### src/design/flu_pkg.sv
// Shared types, constants and arithmetic helpers for the field map lookup unit.
package flu_pkg;

  localparam int STORE_AW = 15;
  localparam int SAMPLE_W = 32;

  localparam logic [2:0] CFG_ORIGIN_X = 3'd0;
  localparam logic [2:0] CFG_ORIGIN_Y = 3'd1;
  localparam logic [2:0] CFG_ORIGIN_Z = 3'd2;
  localparam logic [2:0] CFG_INV_X    = 3'd3;
  localparam logic [2:0] CFG_INV_Y    = 3'd4;
  localparam logic [2:0] CFG_INV_Z    = 3'd5;
  localparam logic [2:0] CFG_SCALE    = 3'd6;

  typedef enum logic [1:0] {
    E_LOAD,
    E_QUERY,
    E_OUTSIDE
  } entry_kind_t;

  typedef struct packed {
    entry_kind_t           kind;
    logic [STORE_AW-1:0]   addr;
    logic [3*SAMPLE_W-1:0] sample;
    logic [15:0]           fx;
    logic [15:0]           fy;
    logic [15:0]           fz;
  } entry_t;

  typedef struct packed {
    logic [2:0][31:0] origin;
    logic [2:0][31:0] inv_step;
  } geom_t;

  typedef enum logic [1:0] {
    F_IDLE,
    F_SUB,
    F_MUL,
    F_PUSH
  } front_state_t;

  typedef enum logic [1:0] {
    B_IDLE,
    B_RUN,
    B_SCALE,
    B_OUT
  } back_state_t;

  // a + floor((b - a) * f / 2^16), equal to floor((a*(2^16-f) + b*f) / 2^16)
  function automatic logic [31:0] lerp(input logic [31:0] a, input logic [31:0] b,
                                       input logic [15:0] f);
    logic signed [32:0] diff;
    logic signed [49:0] prod;
    logic signed [49:0] sum;
    diff = $signed({b[31], b}) - $signed({a[31], a});
    prod = diff * $signed({1'b0, f});
    sum  = (prod >>> 16) + $signed({{18{a[31]}}, a});
    return sum[31:0];
  endfunction

endpackage

### src/design/flu_fifo.sv
// Two-entry queue between the front and back parts.
module flu_fifo (
  input  logic            clk,
  input  logic            rst_n,
  input  logic            push,
  input  flu_pkg::entry_t push_data,
  output logic            full,
  input  logic            pop,
  output flu_pkg::entry_t head,
  output logic            empty
);
  import flu_pkg::*;

  entry_t     mem_r [2];
  logic       wr_ptr_r;
  logic       rd_ptr_r;
  logic [1:0] count_r;

  assign full  = count_r == 2'd2;
  assign empty = count_r == 2'd0;
  assign head  = mem_r[rd_ptr_r];

  always_ff @(posedge clk) begin
    if (push) begin
      mem_r[wr_ptr_r] <= push_data;
    end
  end

  always_ff @(posedge clk) begin
    if (!rst_n) begin
      wr_ptr_r <= 1'b0;
      rd_ptr_r <= 1'b0;
      count_r  <= 2'd0;
    end else begin
      if (push) wr_ptr_r <= ~wr_ptr_r;
      if (pop)  rd_ptr_r <= ~rd_ptr_r;
      count_r <= count_r + {1'b0, push} - {1'b0, pop};
    end
  end

endmodule

### config.mk
export PLATFORM = sky130hd
export DESIGN_NAME = flu_fifo
export DESIGN_NICKNAME = d
export VERILOG_FILES = /design/src/design/flu_pkg.sv /design/src/design/flu_fifo.sv
export SDC_FILE = /design/constraint.sdc
export NUM_CORES = 1
export LEC_CHECK = 0
export BUFFER_PORTS_ARGS = -buffer_cell sky130_fd_sc_hd__buf_2
export CORE_MARGIN = 1.5
export CORE_UTILIZATION = 48
export DETAILED_ROUTE_END_ITERATION = 12
export GPL_ROUTABILITY_DRIVEN = 0
export PLACE_DENSITY_LB_ADDON = 0.05
export SYNTH_ARGS = -nofsm -noshare
export SYNTH_HDL_FRONTEND = slang
export SYNTH_SLANG_ARGS = --single-unit
### constraint.sdc
create_clock -name clk -period 20.4 [get_ports clk]
set_input_delay 0 -clock clk [delete_from_list [all_inputs] [get_ports clk]]
set_output_delay 0 -clock clk [all_outputs]
set_load 0.01 [all_outputs]
# After elaboration in Yosys (flattened, before gate mapping)
# Memory sizes are Yosys's and may differ from the RTL's. A register that Yosys moved wholly into a read port is not among the register bits.
# Cells that the tools add are included.
dict set report classes {
  addsub 2
  n_eq_ne 1
  n_mux 4
  n_bitwise 2
  reduce_logical 1
}
# cell count
set op_table {}
lappend op_table {{$mux W1} 4}
lappend op_table {{$add A2 B1 Y2} 1}
lappend op_table {{$eq A2 B2 Y1 const B} 1}
lappend op_table {{$logic_not A2 Y1} 1}
lappend op_table {{$not A1 Y1} 2}
lappend op_table {{$sub A2 B1 Y2} 1}
dict set report totals {
  ff_bits 4
  ram_bits 322
  inputBits 165
  output_inout_bits 163
  wordCells 14
  n_memories 1
}
# name words word_bits rd rd_ports_with_merged_regs write_ports line
set memory_table {}
lappend memory_table {mem_r 2 161 1 1 1 flu_fifo.sv:14} ;# entry_t mem_r [2];

# Longest topological paths before layout
# Gate-level depths: netlist of the first run.
dict set report depth {
  ltp_word 3
  ltp_mapped 6
  ltp_nobuf 6
}

# Least setup slack after synthesis of the first run
# OpenSTA, ideal clock, no wires.
dict set report synth_timing {
  kind {register to register}
  startpoint {register wr_ptr_r}
  endpoint {memory mem_r[0][0] in the netlist's numbering (enable)}
  setup_time_ps 703
  arrival_time_ps 7407
  required_ps 19697
  setup_slack_ps 12290
  stages_incl_launch_ff 2
  n_path_buf 0
  period_less_slack_ps 8110
  cell_sequence {dfxtp_1 -> nor2b_1}
}
# item line
set synth_lines {}
lappend synth_lines {{from (decl)} flu_fifo.sv:15} ;# logic wr_ptr_r;
lappend synth_lines {{from (signal assigned)} flu_fifo.sv:35} ;# if (push) wr_ptr_r <= ~wr_ptr_r;
lappend synth_lines {{to (decl)} flu_fifo.sv:14}
# No word-level cell before the write port.

==> results.md, run 1 <==
* Drt via density at 4.76
* Final WL at 24,900 um
* H-tree levels at 2
* CTS tree: built
* Die Ht at 162 um
* Status: completed
* Final ANT Viol Nets at 0
* Post-Synth Adder-Cell Area at 0.205%
* Yosys reg bits at 327
* First-pass DRT Iterations at 4
* Post-synthesis xor/xnor area fraction at 0.256%
* Wire per inst at 17.9 um
* Synth warn at 0
* Pins Over Slew Limit at 0
* Initial Utilization at 48.7%
* Die area at 26,400 um2
* Number of global-route vias before repair at 7,003
* Final Setup Violations at 0
* Share of cells above drive strength 1 at 50.9%
* Fillers at 1,738
* Setup Skew at 0.0135 ns
* Mux cell area share after synthesis at 17.6%
* Sequential cell area at 9770 um2
* Syn nets at 689
* Endpoint type of the worst setup path: primary output
* CP max FO at 66
* I/O pin total at 328
* CTS Buf Count at 35
* Required time of the worst setup path at 20.40 ns
* Fin Setup TNS at 0 ns
* Worst-path clk slew at 0.06 ns
* Detailed-placement wirelength estimate at 15,600 um
* Setup CP Type: reg2out
* Post-route setup slack at 16.66 ns
* Crit share post-route at 18.3%
* First-pass GRT wire length at 37,000 um
* Compound-Gate Fraction of Synth Area at 0.0615%
* Most frequent cells in the layout: buf_2 (327), edfxtp_1 (322), dlygate4sd3_1 (165), mux2_4 (90), mux2_2 (71)
* Static leakage at 6.60 nW
* Synth-to-layout area growth at 38.1%
* Dpl ws at 17.18 ns
* Syn avg cell area at 23.4 um2
* Slew Limit Headroom at 22.8%
* Max Cap Viol at 0
* Peak supply drop at 0.0000715 V
* Total GRT Usage at 18.4%
* N_diodes at 0
* R2R depth at 4
* Final Non-Filler Cells at 1,389
* Hold path cells at 2
* PwrDens at 92.9 nW/um2
* Skew-Pair Late Insertion Delay at 0.49 ns
* Tmin final at 3.74 ns
* Clk sinks at 327
* Core Footprint at 25,000 um2
* Largest family of logic cells by synthesized area: multiplexers
* Number of distinct library cells after synthesis at 14
* Multi-input combinational cell area at 2280 um2
* Remaining Overflow, GRT at 0
* RSZ-0062 raised after global routing: no
* Setup Buffers After CTS at 0
* Site row count at 58
* DR vias at 6,615
* Gate count of the mapped netlist at 522
* Layout Utilization at 67.3%
* Initial antenna violation count at 0
* Clk buf depth at 3
* Initial DRC Count at 402
* Seq/Total Area, Yosys at 80.0%
* Final Hold Fails at 0
* Synthesized area at 12,200 um2
* Final instance area at 16,900 um2
* Commonest non-fill, non-tap cell in the layout: buf_2
* Placed cell area at 14,100 um2
* Hold Path Class: in2reg
* DR DRC count at 0
* Slew at the pin with the worst max-slew slack at 1.16 ns
* Largest net degree at the start of global routing at 83
* Hold slack final at 0.222 ns
* CP startpoint kind: flop
* Final nets at 1,205
* Pwr Total at 1.57 mW
* Root Driver: clkbuf_16
* Die width at 162 um
* Worst Path Arrival at 3.74 ns
* Post-synthesis simple-gate area fraction at 0.441%
* CTS resizes at 0
* Cell count after placement at 1,166
* Highest Clock Rate at 267 MHz
* Buffers on Ports at 327
* # hold bufs at CTS at 165
-- kinds of logic after synthesis --
group / count (synthesis)
flops: 327
mux: 161
buf+inv: 20
simple gates: 9
xor+xnor: 2
fa+ha+maj: 2
compound gates: 1
-- critical path: stages, from the launching register on --
cell and delay (ns):
dfxtp_4 0.63, buf_4 0.89, buf_4 1.00, mux2_2 0.43, buf_2 0.15
-- flip-flops by register name, summed over array words and instances, names as in the netlist, named ones only --
signal and flops:
rd_ptr_r 1, wr_ptr_r 1, mem_r 322, count_r 2
-- metal layers --
metal | track usage, % | routed length [um] | up-vias | part of all wire [%]
met4 | 5.21 | 410 | 0 | 1.6
met5 | 0 | 0 | - | 0
met1 | 22.2 | 9770 | 3225 | 39
li1 | - | - | 3107 | -
met3 | 5.65 | 2080 | 32 | 8.3
met2 | 32.0 | 12600 | 251 | 51
-- where the power goes --
part           switching (mW)  internal [mW]
clock network           0.233          0.354
logic                  0.0868          0.103
registers              0.0109          0.778
total                   0.330           1.24
-- Yosys cell counts --
cell	count	share of area (%)
edfxtp_1	322	79
mux2_4	90	11
mux2_2	71	6.6
buf_6	11	1.0
buf_2	7	0.29
dfxtp_1	5	0.82
and2_1	4	0.21
nor2b_1	4	0.21
ha_1	2	0.21
inv_1	2	0.062
nor2_1	1	0.031
o21a_1	1	0.062
xnor3_1	1	0.18
xor2_1	1	0.072
-- final cells by class --
cell class	instances	share of cell area, %
flip-flops and latches	327	58.0
repair buffers	497	19.7
multi-input cells	175	13.5
clock buffers	47	5.71
well taps	330	2.45
clock inverters	11	0.586
inverters	2	0.0445
-- worst paths after layout --
kind / start / endpoint / slack, ns
worst max-delay path: flop / head[63] / 16.66
worst min-delay path: push_data[37] / mem_r[1][37] / 0.22
worst min register to register: rd_ptr_r / rd_ptr_r / 0.58
worst max register to register: wr_ptr_r / wr_ptr_r / 17.61
Power figures use the tool's default switching activity.
==> run 2: changes to the inputs <==
clock period = 3.6 ns   (was 20.4 ns; I/O delays follow)
==> run 2 against run 1 <==
Count of clock-buffer cells in the layout shrank 4. Combinational power rose to 5.6 times the previous value. Utilization increased by 0.055 points. Worst hold slack worse by 0.0056 ns. Worst setup slack worse by 15 ns. Sequential power grew to 5.7 times the previous value. Critical path type unchanged. Largest power group unchanged.
==> results.md, run 2 (synthesis results as in run 1) <==
* Initial Utilization at 48.7% (unchanged)
* Hold Path Origin: push_data[26]
* Buffers on Ports at 327 (unchanged)
* Largest register by flop count: mem_r
* Number of global-route vias before repair at 7,248 (+3.5%)
* Final Hold Fails at 0 (unchanged)
* I/O pin total at 328 (unchanged)
* Final WL at 24,600 um (-1.2%)
* Max reg flops at 322 (unchanged)
* Max Cap Viol at 0 (unchanged)
* Setup Skew at 0.0190 ns (+0.00548 ns)
* Largest net degree at the start of global routing at 126 (+52%)
* Pins Over Slew Limit at 0 (unchanged)
* H-tree levels at 2 (unchanged)
* N_diodes at 0 (unchanged)
* PwrDens at 516 nW/um2 (+460%)
* Peak supply drop at 0.000389 V (+440%)
* Flop pwr share at 51.5% (+1.1 points)
* Total GRT Usage at 18.5% (+0.097 points)
* Fin Setup TNS at 0 ns (unchanged)
* Root Driver: clkbuf_16
* Skew-Pair Late Insertion Delay at 0.50 ns (about the same)
* Die Ht at 162 um (unchanged)
* DR DRC count at 0 (unchanged)
* Share of cells above drive strength 1 at 50.6% (-0.33 points)
* First-pass DRT Iterations at 4 (unchanged)
* CP max FO at 59 (-11%)
* Detailed-placement wirelength estimate at 15,500 um (-0.82%)
* Die width at 162 um (unchanged)
* Synth-to-layout area growth at 38.3% (about the same)
* Slew at the pin with the worst max-slew slack at 0.835 ns (-0.323 ns)
* Final nets at 1,207 (+0.17%)
* Initial DRC Count at 405 (+0.75%)
* Net Sw Frac at 21.4% (+0.29 points)
* Slew Limit Headroom at 44.3% (+22 points)
* Setup CP Type: reg2out
* Remaining Overflow, GRT at 0 (unchanged)
* Site row count at 58 (unchanged)
* First-pass GRT wire length at 37,500 um (+1.2%)
* R2R depth at 4 (unchanged)
* CP startpoint kind: flop
* CTS resizes at 0 (unchanged)
* Biggest regs: mem_r x322, count_r x2
* Clk buf depth at 3 (unchanged)
* Die area at 26,400 um2 (unchanged)
* Highest Clock Rate at 413 MHz
* Initial antenna violation count at 0 (unchanged)
* Combinational group share of total power at 12.2% (about the same)
* Crit share post-route at 67.2%
* RSZ-0062 raised after global routing: no
* Required time of the worst setup path at 3.60 ns (-16.80 ns)
* Endpoint type of the worst setup path: primary output
* Reg2Reg Capture Point: wr_ptr_r
* Int Pwr at 6.84 mW (+450%)
* Hold path endpoint: mem_r[0][26]
* Final ANT Viol Nets at 0 (unchanged)
* Status: completed
* Sw power at 1.86 mW (+460%)
* CTS Buf Count at 35 (unchanged)
* Most frequent cells in the layout: buf_2 (327), edfxtp_1 (322), dlygate4sd3_1 (165), mux2_4 (90), mux2_2 (71)
* Hold path cells at 2 (unchanged)
* Origin of the critical flop-to-flop path: wr_ptr_r
* Wire per inst at 17.7 um (-1.4%)
* Hold Path Class: in2reg
* Flop2flop setup slack at 1.88 ns (-15.73 ns)
* Core Footprint at 25,000 um2 (unchanged)
* Worst Path Arrival at 2.42 ns (-1.32 ns)
* Worst-path clk slew at 0.05 ns (about the same)
* Commonest non-fill, non-tap cell in the layout: buf_2
* Pwr Total at 8.71 mW (+460%)
* Clk sinks at 327 (unchanged)
* Final Setup Violations at 0 (unchanged)
* Drt via density at 4.81 (+1.0%)
* DR vias at 6,697 (+1.2%)
* Clk pwr share at 36.3% (-1.2 points)
* Static leakage at 6.60 nW (about the same)
* CTS tree: built
* Tmin final at 2.42 ns
## run 2: worst max-delay path by stage
stage	cells after the start	endpoint	slack, ns
global placement	3	head[160]	1.69
finish	3	head[160]	1.18
floorplan	1	mem_r[0][0]	0.46
global route	3	head[160]	1.05
CTS	3	head[160]	1.12
detailed placement	3	head[160]	1.66
## run 2: repair_timing
item / in CTS / in global routing
hold buffers: 165 / 0
endpoints found under the hold margin: 327 / 0
buffers inserted: 0 / 0
## run 2: stage by stage
step | hold slack, ns | worst slack, ns | area [um2] | util [%] | instances
after CTS | 0.197 | 1.12 | 16900 | 67.4 | 1392
after detailed placement | 0.191 | 1.66 | 14200 | 56.8 | 1168
after global placement | 0.187 | 1.69 | 14200 | 56.8 | 1168
after floorplan | 0.0989 | 0.455 | 12200 | - | 522
after global routing | 0.210 | 1.05 | 16900 | 67.4 | 1392
final | 0.216 | 1.18 | 16900 | 67.4 | 1392
## run 2: area by class of cell
| type | instances | area [um2] |
|---|---|---|
| multi-input combinational | 175 | 2280 |
| inverter | 2 | 7.51 |
| sequential | 327 | 9770 |
| clock inverter | 16 | 62.6 |
| timing repair buffer | 499 | 3390 |
| fill | 1721 | 8160 |
| tap | 330 | 413 |
| clock buffer | 43 | 948 |
## run 2: routing by layer
metal | share of wire [%] | global-route usage (%)
met5 | 0 | 0
met4 | 4.1 | 8.59
met3 | 8.0 | 5.32
met2 | 50 | 31.3
met1 | 38 | 21.9
## run 2: power groups by stage
stage               registers, mW  clock network [mW]  logic, mW
detailed placement           4.56                   0      0.929
finish                       4.48                3.16       1.07
global placement             4.55                   0      0.912
floorplan                    4.53                   0      0.579
CTS                          4.48                3.24       1.08
global route                 4.50                3.38       1.14
## run 2: worst max-delay path, cell delays in order, from the launching register on
cell,delay [ns]
dfxtp_4,0.90
buf_12,0.39
mux2_2,0.39
buf_2,0.14
